<file path="config.mk">
export PLATFORM = sky130hd
export DESIGN_NAME = note_level_meter_led_bar_unit
export DESIGN_NICKNAME = d
export VERILOG_FILES = /design/src/rtl/nlm_pkg.sv /design/src/rtl/note_level_meter_led_bar_unit.sv /design/src/rtl/nlm_alu.sv
export SDC_FILE = /design/constraint.sdc
export NUM_CORES = 2
export LEC_CHECK = 0
export BUFFER_PORTS_ARGS = -buffer_cell sky130_fd_sc_hd__buf_2
export CORE_MARGIN = 2
export CORE_UTILIZATION = 60
export DETAILED_ROUTE_END_ITERATION = 8
export GPL_TIMING_DRIVEN = 0
export PLACE_DENSITY_LB_ADDON = 0.2
export SYNTH_ARGS = -nofsm -noshare
export SYNTH_HDL_FRONTEND = slang
export SYNTH_SLANG_ARGS = --single-unit
export TNS_END_PERCENT = 50
</file>
<file path="constraint.sdc">
create_clock -name i_clk -period 12.5 [get_ports i_clk]
set_input_delay 1.875 -clock i_clk [delete_from_list [all_inputs] [get_ports i_clk]]
set_output_delay 1.875 -clock i_clk [all_outputs]
set_load 0.005 [all_outputs]
</file>
<file path="src/rtl/nlm_pkg.sv">
`default_nettype none

package nlm_pkg;

    // Configuration register indexes
    localparam logic [1:0] CFG_ATTACK  = 2'd0;
    localparam logic [1:0] CFG_RELEASE = 2'd1;
    localparam logic [1:0] CFG_HOLD    = 2'd2;

    localparam logic [15:0] ATTACK_RESET  = 16'd1500;
    localparam logic [15:0] RELEASE_RESET = 16'd250;
    localparam logic [15:0] HOLD_RESET    = 16'd1500;

    // Input tdata layout, lowest bit first
    localparam int IN_EN_LSB     = 0;
    localparam int IN_SND_LSB    = 1;
    localparam int IN_SEQ_LSB    = 2;
    localparam int IN_VEL_LSB    = 34;
    localparam int IN_STEREO_LSB = 41;
    localparam int IN_GL_LSB     = 42;
    localparam int IN_GR_LSB     = 58;
    localparam int IN_NOW_LSB    = 74;
    localparam int IN_TDATA_W    = 112;
    localparam int OUT_TDATA_W   = 40;

    localparam logic [3:0]  NO_PEAK   = 4'd15;
    localparam logic [16:0] MONO_GAIN = 17'h1_0000;
    localparam logic [48:0] ROUND_HALF = 49'h0_8000_0000;
    localparam logic [8:0]  ALPHA_TWICE = 9'd510;

    // velocity*65535/127 = velocity*516 + (3*velocity + 63)/127
    localparam logic [15:0] PK_MUL  = 16'd516;
    localparam logic [8:0]  PK_BIAS = 9'd63;
    localparam logic [8:0]  PK_DIV  = 9'd127;

    localparam int DIV_STEPS = 16;
    localparam int CNT_W     = 4;

    typedef enum logic [1:0] {
        ALU_NOP,
        ALU_MUL,
        ALU_LOAD,
        ALU_STEP
    } t_alu_op;

    typedef struct packed {
        t_alu_op     op;
        logic [31:0] opa;
        logic [16:0] opb;
    } t_alu_cmd;

    typedef enum logic [3:0] {
        S_IDLE,
        S_EVENT,
        S_DMUL,
        S_DLOAD,
        S_DSTEP,
        S_DSTORE,
        S_PEAK,
        S_ALOAD,
        S_ASTEP,
        S_ASTORE,
        S_CMUL1,
        S_CMUL2,
        S_CRND,
        S_DONE
    } t_state;

endpackage

`default_nettype wire

</file>
<file path="src/rtl/note_level_meter_led_bar_unit.sv">
`default_nettype none

// Channel   Dir  Handshake                       Contents
// s_axis    in   s_axis_tvalid / s_axis_tready   one display update
// m_axis    out  m_axis_tvalid / m_axis_tready   level, bar counts, peak LEDs, glow
// cfg       in   i_cfg_we (no wait)              fall and hold times
//
// From accept to the next accept, an enabled item runs up to two 16-step
// divisions (decay level, peak glow) plus eight multiplies for the columns,
// all through the one shared multiply/divide unit. Skipped divisions shorten
// the run; a disabled item goes straight to done. Synchronous active-low reset
// restores the register defaults and clears the meter state. A stalled result
// waits in the output register; the next item is taken meanwhile and waits in
// its last state.
module note_level_meter_led_bar_unit #(
    parameter int SEGMENTS = 14
) (
    input  wire logic         i_clk,
    input  wire logic         i_rst_n,
    input  wire logic         s_axis_tvalid,
    output logic              s_axis_tready,
    // [0] channel_enabled, [1] sounding, [33:2] note_on_sequence,
    // [40:34] velocity, [41] is_stereo, [57:42] gain_left,
    // [73:58] gain_right, [105:74] time_now, [111:106] zero
    input  wire logic [nlm_pkg::IN_TDATA_W-1:0] s_axis_tdata,
    output logic              m_axis_tvalid,
    input  wire logic         m_axis_tready,
    // [15:0] level_value, [19:16] lit_left, [23:20] peak_seg_left,
    // [27:24] lit_right, [31:28] peak_seg_right, [39:32] peak_alpha
    output logic [nlm_pkg::OUT_TDATA_W-1:0] m_axis_tdata,
    input  wire logic         i_cfg_we,
    input  wire logic [1:0]   i_cfg_idx,
    input  wire logic [15:0]  i_cfg_wdata
);

    localparam int SEG_W = $clog2(SEGMENTS + 1);

    // configuration
    logic [15:0] r_attack, r_release, r_hold;

    always_ff @(posedge i_clk) begin
        if (!i_rst_n) begin
            r_attack  <= nlm_pkg::ATTACK_RESET;
            r_release <= nlm_pkg::RELEASE_RESET;
            r_hold    <= nlm_pkg::HOLD_RESET;
        end else if (i_cfg_we) begin
            case (i_cfg_idx)
                nlm_pkg::CFG_ATTACK:  r_attack  <= i_cfg_wdata;
                nlm_pkg::CFG_RELEASE: r_release <= i_cfg_wdata;
                nlm_pkg::CFG_HOLD:    r_hold    <= i_cfg_wdata;
                default: begin
                end
            endcase
        end
    end

    // latched item
    logic        r_blank, r_snd, r_stereo;
    logic [31:0] r_seq, r_now;
    logic [6:0]  r_vel;
    logic [15:0] r_gl, r_gr;

    logic w_accept;
    assign w_accept = s_axis_tvalid && s_axis_tready;

    always_ff @(posedge i_clk) begin
        if (w_accept) begin
            r_blank  <= !s_axis_tdata[nlm_pkg::IN_EN_LSB];
            r_snd    <= s_axis_tdata[nlm_pkg::IN_SND_LSB];
            r_seq    <= s_axis_tdata[nlm_pkg::IN_SEQ_LSB +: 32];
            r_vel    <= s_axis_tdata[nlm_pkg::IN_VEL_LSB +: 7];
            r_stereo <= s_axis_tdata[nlm_pkg::IN_STEREO_LSB];
            r_gl     <= s_axis_tdata[nlm_pkg::IN_GL_LSB +: 16];
            r_gr     <= s_axis_tdata[nlm_pkg::IN_GR_LSB +: 16];
            r_now    <= s_axis_tdata[nlm_pkg::IN_NOW_LSB +: 32];
        end
    end

    // sequencer and meter state
    nlm_pkg::t_state r_state, n_state;
    logic [nlm_pkg::CNT_W-1:0] r_cnt, n_cnt;
    logic [1:0]  r_col, n_col;
    logic        r_prev_snd, n_prev_snd;
    logic [31:0] r_prev_seq, n_prev_seq;
    logic [15:0] r_origin, n_origin;
    logic [31:0] r_dec_start, n_dec_start;
    logic        r_dec_run, n_dec_run;
    logic        r_dec_rel, n_dec_rel;
    logic [15:0] r_level, n_level;
    logic [15:0] r_peak, n_peak;
    logic [31:0] r_peak_start, n_peak_start;
    logic        r_peak_run, n_peak_run;
    logic [7:0]  r_alpha, n_alpha;
    logic        r_glow, n_glow;
    logic        r_pnz, n_pnz;
    logic [3:0]  r_lit_l, n_lit_l, r_pseg_l, n_pseg_l;
    logic [3:0]  r_lit_r, n_lit_r, r_pseg_r, n_pseg_r;
    logic        r_out_valid, n_out_valid;
    logic [39:0] r_out_data, n_out_data;

    nlm_pkg::t_alu_cmd w_cmd;
    logic [48:0] w_prod;
    logic [15:0] w_quo;

    nlm_alu u_alu (
        .i_clk  (i_clk),
        .i_cmd  (w_cmd),
        .o_prod (w_prod),
        .o_quo  (w_quo)
    );

    // note-on level from velocity
    logic [8:0]  w_pk_t;
    logic [15:0] w_pk;
    always_comb begin
        w_pk_t = 9'(r_vel) + 9'(r_vel) + 9'(r_vel) + nlm_pkg::PK_BIAS;
        w_pk   = 16'({9'd0, r_vel} * nlm_pkg::PK_MUL);
        if (w_pk_t >= 9'(3 * nlm_pkg::PK_DIV)) begin
            w_pk = w_pk + 16'd3;
        end else if (w_pk_t >= 9'(2 * nlm_pkg::PK_DIV)) begin
            w_pk = w_pk + 16'd2;
        end else if (w_pk_t >= nlm_pkg::PK_DIV) begin
            w_pk = w_pk + 16'd1;
        end
    end

    logic        w_note_on, w_note_off;
    logic [15:0] w_dec_d;
    logic [31:0] w_dec_e, w_pk_e;
    logic        w_dec_hit, w_glow_now;
    logic [16:0] w_gain_l, w_gain_r;
    logic [48:0] w_rnd_sum;
    logic [SEG_W-1:0] w_rnd, w_rm1;
    logic [3:0]  w_pseg;

    assign w_note_on  = r_snd && (r_seq != r_prev_seq);
    assign w_note_off = !r_snd && r_prev_snd;
    assign w_dec_d    = r_dec_rel ? r_release : r_attack;
    assign w_dec_e    = r_now - r_dec_start;
    assign w_dec_hit  = w_dec_e >= {16'd0, w_dec_d};
    assign w_pk_e     = r_now - r_peak_start;
    assign w_glow_now = r_peak_run && (w_pk_e < {16'd0, r_hold});
    assign w_gain_l   = r_stereo ? {1'b0, r_gl} : nlm_pkg::MONO_GAIN;
    assign w_gain_r   = r_stereo ? {1'b0, r_gr} : nlm_pkg::MONO_GAIN;
    assign w_rnd_sum  = w_prod + nlm_pkg::ROUND_HALF;
    assign w_rnd      = w_rnd_sum[32 +: SEG_W];

    always_comb begin
        w_rm1 = (w_rnd == '0) ? '0 : w_rnd - 1'b1;
        if (w_rm1 > SEG_W'(SEGMENTS - 1)) begin
            w_rm1 = SEG_W'(SEGMENTS - 1);
        end
        w_pseg = (r_pnz && r_glow) ? 4'(w_rm1) : nlm_pkg::NO_PEAK;
    end

    always_comb begin
        n_state      = r_state;
        n_cnt        = r_cnt;
        n_col        = r_col;
        n_prev_snd   = r_prev_snd;
        n_prev_seq   = r_prev_seq;
        n_origin     = r_origin;
        n_dec_start  = r_dec_start;
        n_dec_run    = r_dec_run;
        n_dec_rel    = r_dec_rel;
        n_level      = r_level;
        n_peak       = r_peak;
        n_peak_start = r_peak_start;
        n_peak_run   = r_peak_run;
        n_alpha      = r_alpha;
        n_glow       = r_glow;
        n_pnz        = r_pnz;
        n_lit_l      = r_lit_l;
        n_pseg_l     = r_pseg_l;
        n_lit_r      = r_lit_r;
        n_pseg_r     = r_pseg_r;
        n_out_valid  = r_out_valid && !m_axis_tready;
        n_out_data   = r_out_data;
        w_cmd.op     = nlm_pkg::ALU_NOP;
        w_cmd.opa    = '0;
        w_cmd.opb    = '0;
        s_axis_tready = 1'b0;

        case (r_state)
            nlm_pkg::S_IDLE: begin
                s_axis_tready = 1'b1;
                if (s_axis_tvalid) begin
                    n_state = s_axis_tdata[nlm_pkg::IN_EN_LSB] ? nlm_pkg::S_EVENT
                                                               : nlm_pkg::S_DONE;
                end
            end
            nlm_pkg::S_EVENT: begin
                if (w_note_on) begin
                    n_origin     = w_pk;
                    n_dec_start  = r_now;
                    n_dec_run    = 1'b1;
                    n_dec_rel    = 1'b0;
                    n_level      = w_pk;
                    n_peak       = w_pk;
                    n_peak_start = r_now;
                    n_peak_run   = 1'b1;
                end else if (w_note_off) begin
                    n_origin    = r_level;
                    n_dec_start = r_now;
                    n_dec_run   = 1'b1;
                    n_dec_rel   = 1'b1;
                    n_peak      = '0;
                    n_peak_run  = 1'b0;
                end
                n_prev_snd = r_snd;
                n_prev_seq = r_seq;
                n_state    = nlm_pkg::S_DMUL;
            end
            nlm_pkg::S_DMUL: begin
                if (!r_dec_run) begin
                    n_state = nlm_pkg::S_PEAK;
                end else if (w_dec_hit) begin
                    n_level = '0;
                    n_state = nlm_pkg::S_PEAK;
                end else begin
                    w_cmd.op  = nlm_pkg::ALU_MUL;
                    w_cmd.opa = {16'd0, r_origin};
                    w_cmd.opb = {1'b0, w_dec_d - w_dec_e[15:0]};
                    n_state   = nlm_pkg::S_DLOAD;
                end
            end
            nlm_pkg::S_DLOAD: begin
                w_cmd.op  = nlm_pkg::ALU_LOAD;
                w_cmd.opa = w_prod[31:0];
                w_cmd.opb = {1'b0, w_dec_d};
                n_cnt     = '0;
                n_state   = nlm_pkg::S_DSTEP;
            end
            nlm_pkg::S_DSTEP: begin
                w_cmd.op = nlm_pkg::ALU_STEP;
                n_cnt    = r_cnt + 1'b1;
                if (r_cnt == nlm_pkg::CNT_W'(nlm_pkg::DIV_STEPS - 1)) begin
                    n_state = nlm_pkg::S_DSTORE;
                end
            end
            nlm_pkg::S_DSTORE: begin
                n_level = w_quo;
                n_state = nlm_pkg::S_PEAK;
            end
            nlm_pkg::S_PEAK: begin
                n_glow  = w_glow_now;
                n_alpha = '0;
                if (w_glow_now) begin
                    w_cmd.op  = nlm_pkg::ALU_MUL;
                    w_cmd.opa = {16'd0, r_hold - w_pk_e[15:0]};
                    w_cmd.opb = 17'(nlm_pkg::ALPHA_TWICE);
                    n_state   = nlm_pkg::S_ALOAD;
                end else begin
                    n_col   = '0;
                    n_state = nlm_pkg::S_CMUL1;
                end
            end
            nlm_pkg::S_ALOAD: begin
                // round half up: (510*(h-e) + h) / 2h
                w_cmd.op  = nlm_pkg::ALU_LOAD;
                w_cmd.opa = w_prod[31:0] + {16'd0, r_hold};
                w_cmd.opb = {r_hold, 1'b0};
                n_cnt     = '0;
                n_state   = nlm_pkg::S_ASTEP;
            end
            nlm_pkg::S_ASTEP: begin
                w_cmd.op = nlm_pkg::ALU_STEP;
                n_cnt    = r_cnt + 1'b1;
                if (r_cnt == nlm_pkg::CNT_W'(nlm_pkg::DIV_STEPS - 1)) begin
                    n_state = nlm_pkg::S_ASTORE;
                end
            end
            nlm_pkg::S_ASTORE: begin
                n_alpha = (w_quo[15:8] != 8'd0) ? 8'hFF : w_quo[7:0];
                n_col   = '0;
                n_state = nlm_pkg::S_CMUL1;
            end
            nlm_pkg::S_CMUL1: begin
                // column order: left lit, left peak, right lit, right peak
                w_cmd.op  = nlm_pkg::ALU_MUL;
                w_cmd.opa = {16'd0, r_col[0] ? r_peak : r_level};
                w_cmd.opb = r_col[1] ? w_gain_r : w_gain_l;
                n_state   = nlm_pkg::S_CMUL2;
            end
            nlm_pkg::S_CMUL2: begin
                w_cmd.op  = nlm_pkg::ALU_MUL;
                w_cmd.opa = w_prod[31:0];
                w_cmd.opb = 17'(SEGMENTS);
                n_pnz     = w_prod[31:0] != 32'd0;
                n_state   = nlm_pkg::S_CRND;
            end
            nlm_pkg::S_CRND: begin
                if (!r_col[1] && !r_col[0]) n_lit_l  = 4'(w_rnd);
                if (!r_col[1] &&  r_col[0]) n_pseg_l = w_pseg;
                if ( r_col[1] && !r_col[0]) n_lit_r  = 4'(w_rnd);
                if ( r_col[1] &&  r_col[0]) n_pseg_r = w_pseg;
                n_col   = r_col + 1'b1;
                n_state = (r_col == 2'd3) ? nlm_pkg::S_DONE : nlm_pkg::S_CMUL1;
            end
            nlm_pkg::S_DONE: begin
                // hold until the output register frees up
                if (!r_out_valid || m_axis_tready) begin
                    n_out_valid = 1'b1;
                    if (r_blank) begin
                        n_out_data = {8'd0, nlm_pkg::NO_PEAK, 4'd0,
                                      nlm_pkg::NO_PEAK, 4'd0, 16'd0};
                    end else begin
                        n_out_data = {r_alpha, r_pseg_r, r_lit_r,
                                      r_pseg_l, r_lit_l, r_level};
                    end
                    n_state = nlm_pkg::S_IDLE;
                end
            end
            default: begin
                n_state = nlm_pkg::S_IDLE;
            end
        endcase
    end

    always_ff @(posedge i_clk) begin
        if (!i_rst_n) begin
            r_state      <= nlm_pkg::S_IDLE;
            r_cnt        <= '0;
            r_col        <= '0;
            r_prev_snd   <= 1'b0;
            r_prev_seq   <= '0;
            r_origin     <= '0;
            r_dec_start  <= '0;
            r_dec_run    <= 1'b0;
            r_dec_rel    <= 1'b0;
            r_level      <= '0;
            r_peak       <= '0;
            r_peak_start <= '0;
            r_peak_run   <= 1'b0;
            r_alpha      <= '0;
            r_glow       <= 1'b0;
            r_pnz        <= 1'b0;
            r_out_valid  <= 1'b0;
        end else begin
            r_state      <= n_state;
            r_cnt        <= n_cnt;
            r_col        <= n_col;
            r_prev_snd   <= n_prev_snd;
            r_prev_seq   <= n_prev_seq;
            r_origin     <= n_origin;
            r_dec_start  <= n_dec_start;
            r_dec_run    <= n_dec_run;
            r_dec_rel    <= n_dec_rel;
            r_level      <= n_level;
            r_peak       <= n_peak;
            r_peak_start <= n_peak_start;
            r_peak_run   <= n_peak_run;
            r_alpha      <= n_alpha;
            r_glow       <= n_glow;
            r_pnz        <= n_pnz;
            r_out_valid  <= n_out_valid;
        end
    end

    always_ff @(posedge i_clk) begin
        r_lit_l    <= n_lit_l;
        r_pseg_l   <= n_pseg_l;
        r_lit_r    <= n_lit_r;
        r_pseg_r   <= n_pseg_r;
        r_out_data <= n_out_data;
    end

    assign m_axis_tvalid = r_out_valid;
    assign m_axis_tdata  = r_out_data;

    a_accept_drops_ready: assert property (@(posedge i_clk) disable iff (!i_rst_n)
        (s_axis_tvalid && s_axis_tready) |=> !s_axis_tready)
        else $error("ready stayed high after an accepted item");

    a_level_below_origin: assert property (@(posedge i_clk) disable iff (!i_rst_n)
        r_level <= r_origin)
        else $error("decay level above its starting point");

    a_alpha_needs_glow: assert property (@(posedge i_clk) disable iff (!i_rst_n)
        (r_alpha != 8'd0) |-> r_glow)
        else $error("peak alpha set without a running glow");

    a_out_only_from_done: assert property (@(posedge i_clk) disable iff (!i_rst_n)
        (r_state != nlm_pkg::S_DONE && !r_out_valid) |=> !r_out_valid)
        else $error("result raised outside the done state");

endmodule

`default_nettype wire

</file>
<file path="src/rtl/nlm_alu.sv">
`default_nettype none

// Shared arithmetic unit: one registered 32x17 multiply, or one restoring
// division step per cycle. A load expects numerator[31:16] below the divisor,
// so sixteen steps leave the quotient in o_quo.
module nlm_alu (
    input  wire logic              i_clk,
    input  wire nlm_pkg::t_alu_cmd i_cmd,
    output logic [48:0]            o_prod,
    output logic [15:0]            o_quo
);

    logic [48:0] r_prod;
    logic [16:0] r_rem;
    logic [15:0] r_quo;
    logic [16:0] r_dvs;

    logic [48:0] w_mul;
    logic [18:0] w_trial;
    logic        w_ge;

    assign w_mul   = {17'd0, i_cmd.opa} * {32'd0, i_cmd.opb};
    assign w_trial = {1'b0, r_rem, r_quo[15]} - {2'b00, r_dvs};
    assign w_ge    = !w_trial[18];

    always_ff @(posedge i_clk) begin
        case (i_cmd.op)
            nlm_pkg::ALU_MUL: begin
                r_prod <= w_mul;
            end
            nlm_pkg::ALU_LOAD: begin
                r_rem <= {1'b0, i_cmd.opa[31:16]};
                r_quo <= i_cmd.opa[15:0];
                r_dvs <= i_cmd.opb;
            end
            nlm_pkg::ALU_STEP: begin
                r_rem <= w_ge ? w_trial[16:0] : {r_rem[15:0], r_quo[15]};
                r_quo <= {r_quo[14:0], w_ge};
            end
            default: begin
            end
        endcase
    end

    assign o_prod = r_prod;
    assign o_quo  = r_quo;

endmodule

`default_nettype wire
</file>
==> flow_metrics.tcl <==
set metrics [dict create \
    cts_num_sinks 458 \
    yosysWarnings 0 \
    worstPathArrival_ps 12490 \
    grt_max_degree 63 \
    antenna_left 0 \
    grt_util_met1 0.4682 \
    place_congestion 1.022 \
    syn_to_final_growth_pct 12.10 \
    synth_edf_count 248 \
    crit_fanout 10 \
    status "complete, no violations" \
    syn_avg_cell_area_um2 8.921 \
    fin_util 0.6798 \
    cts_tree "done" \
    fp.dieH_um 262 \
    drt_iter0_markers 3115 \
    syn-cell-area_um2 39940 \
    synth_top_area_share 0.1905 \
    yosys.area.top_type "fa_1" \
    vias 33760 \
    yosysSeqAreaShare 0.2917 \
    nNetsFinal 5527 \
    critPathRequiredTime_ps 12870 \
    fmax_mhz 82.47 \
    synth_area_leaders "fa_1 (19%), edfxtp_1 (19%), dfxtp_1 (11%)" \
    wl_mm 127.0 \
    powerDensity_nw_per_um2 152.8 \
    slowest_delay_ps 580 \
    relSlewSlack 0.02859 \
    grt_usage 0.3715 \
    start_util 0.6064 \
    top_usage_layer "met2" \
    synth_fp_nets 5247 \
    critPathLaunchType "flop" \
    core_area_um2 65860 \
    hpwlAfterDp_mm 100.9 \
    critPathCaptureType "flop" \
    portBuffers 169 \
    setup_viol 0 \
    cts.path.max_buffers 3 \
    wire_per_inst_um 22.39 \
    ys_ff_latch 458 \
    grt-ovfl-total 0 \
    remaining_drc_errors 0 \
    yosysUniqueCellTypes 80 \
    drive_gt1_frac 0.1040 \
    dr.pass1.iters 9 \
    antenna_found_initial 5 \
    die_area_um2 68640 \
    hold_buffers 0 \
    setup_slack_ps 374.6 \
    synth_flop_cell "edfxtp_1" \
    path_clk_slew_ps 60 \
    cts_max_level 2 \
    grt_pass1_wl_mm 192.2 \
    pre_cts_ws_ps -2876 \
    critical_path_class "reg2reg" \
    cap_violations 0 \
    met2_usage 0.6128 \
    cp_slowest_cell "fa_1" \
    via_per_inst 5.955 \
    min_path_type "reg2reg" \
    min_period_ps 12130 \
    synthCells 4477 \
    root_buffer "clkbuf_16" \
    period_share 0.9700 \
    grt_pass1_vias 33210 \
    leakagePower_nw 19.22 \
    worst_pin_slew_ps 1445 \
    grtUsageMet3 0.06481 \
    numCtsBuffers 51 \
    slew_violations 0 \
    clock_skew_ps 66.43 \
    final-hold-violation-count 0 \
    setup_tns_ps 0 \
    power_mw 6.842 \
    max-vdd-ir-drop_uv 129.9 \
    fillers 5472 \
    async_flop_share 0 \
    clock_latency_ps 640 \
    io_pins 177 \
    die_width_um 262 \
    std_cell_rows 94 \
]
-- cells in the final DEF (no fill, tap or decap), drive strengths merged, types with 25 or more instances in the layout --
cell type / count
and2: 64
clkbuf: 210
inv: 677
nand3: 72
ha: 255
xor2: 79
o21a: 30
dfxtp: 210
a21o: 55
a31oi: 27
fa: 380
buf: 259
o21bai: 26
xnor2: 82
nand2: 780
a21boi: 155
edfxtp: 248
o21ai: 150
nor2: 215
nor3: 60
nor2b: 97
nand4: 28
mux2i: 60
nand2b: 42
nor4: 25
a21oi: 187
-- routing by layer --
| metal | vias to the layer above | wire length [µm] |
|---|---|---|
| li1 | 15270 | - |
| met3 | 403 | 11370 |
| met1 | 16400 | 47860 |
| met5 | - | 0 |
| met4 | 0 | 8063 |
| met2 | 1698 | 59680 |
-- metrics by stage --
step / std cells / hold slack [ps] / instance area [µm²]
3_3_place_gp: 5510 / 448.4 / 41870
4_1_cts: 5640 / 463.2 / 44270
5_1_grt: 5666 / 482.0 / 44760
6_report: 5670 / 462.2 / 44770
3_5_place_dp: 5519 / 455.3 / 42030
2_1_floorplan: 4477 / 430.8 / 39940
-- power breakdown --
group	leakage, nW	switching [mW]	internal [mW]
logic	14.4	2.03	1.18
clock network	0.793	0.657	0.805
registers	4.00	0.238	1.94
total	19.2	2.93	3.92
-- cell families after synthesis --
logic type,share of synthesized area
adders and majority gates,0.2704
and+or+nand+nor,0.1674
buffers and inverters,0.08076
DFF,0.2917
muxes,0.01560
AOI/OAI and AO/OA,0.1377
xor gates and xnor gates,0.03647
-- critical path: cells and delay by family, from the launching register on --
| family | cells | cell delay, ps |
|---|---|---|
| simple gates | 8 | 1460 |
| xor+xnor | 2 | 310 |
| fa+ha+maj | 10 | 4180 |
| buf+inv | 12 | 1650 |
| compound gates | 19 | 3790 |
| flops | 1 | 450 |
-- Yosys cell counts (42+ instances only) --
library cell,number
nor2_1,215
inv_1,671
xor2_1,79
a21o_1,55
dfxtp_1,210
mux2i_1,60
o21ai_0,142
ha_1,255
nand2b_1,42
a21oi_1,186
nor3_1,59
nand2_1,780
a21boi_0,154
clkbuf_1,166
edfxtp_1,248
fa_1,380
xnor2_1,82
nor2b_1,97
and2_1,64
nand3_1,72
-- path summary, 6_finish.rpt --
check             startpoint               end  slack [ps]  cells after the start
max                 r_now[0]  u_alu.o_prod[35]         370                     51
min          r_dec_start[27]   r_dec_start[27]         460                      2
max reg2reg         r_now[0]  u_alu.o_prod[35]         370                     51
min reg2reg  r_dec_start[27]   r_dec_start[27]         460                      2
-- state kept, by name, summed over array words and instances (netlist names), 17 cells and up --
name and flops:
m_axis_tdata 40, u_alu.r_rem 17, r_peak_start 32, r_now 32
r_dec_start 32, r_seq 32, u_alu.r_dvs 17, r_prev_seq 32
u_alu.o_prod 36
-- area by class of cell --
type                       instances  area, µm²  area share
timing repair buffer             235       1433     0.03200
buffer                           172      857.1     0.01914
multi-input combinational       3161      25530      0.5703
clock inverter                    34      225.2    0.005030
tap                              864       1081     0.02415
sequential                       458      11650      0.2602
clock buffer                      62       1400     0.03127
inverter                         678       2577     0.05757
antenna                            6      15.01   0.0003354
-- timing repair --
action / in CTS / in global routing
setup buffers: 32 / 25
pin swaps: 14 / 27
endpoints found under the setup margin: 22 / 12
resized for setup: 126 / 94
Power figures use the tool's default switching activity.
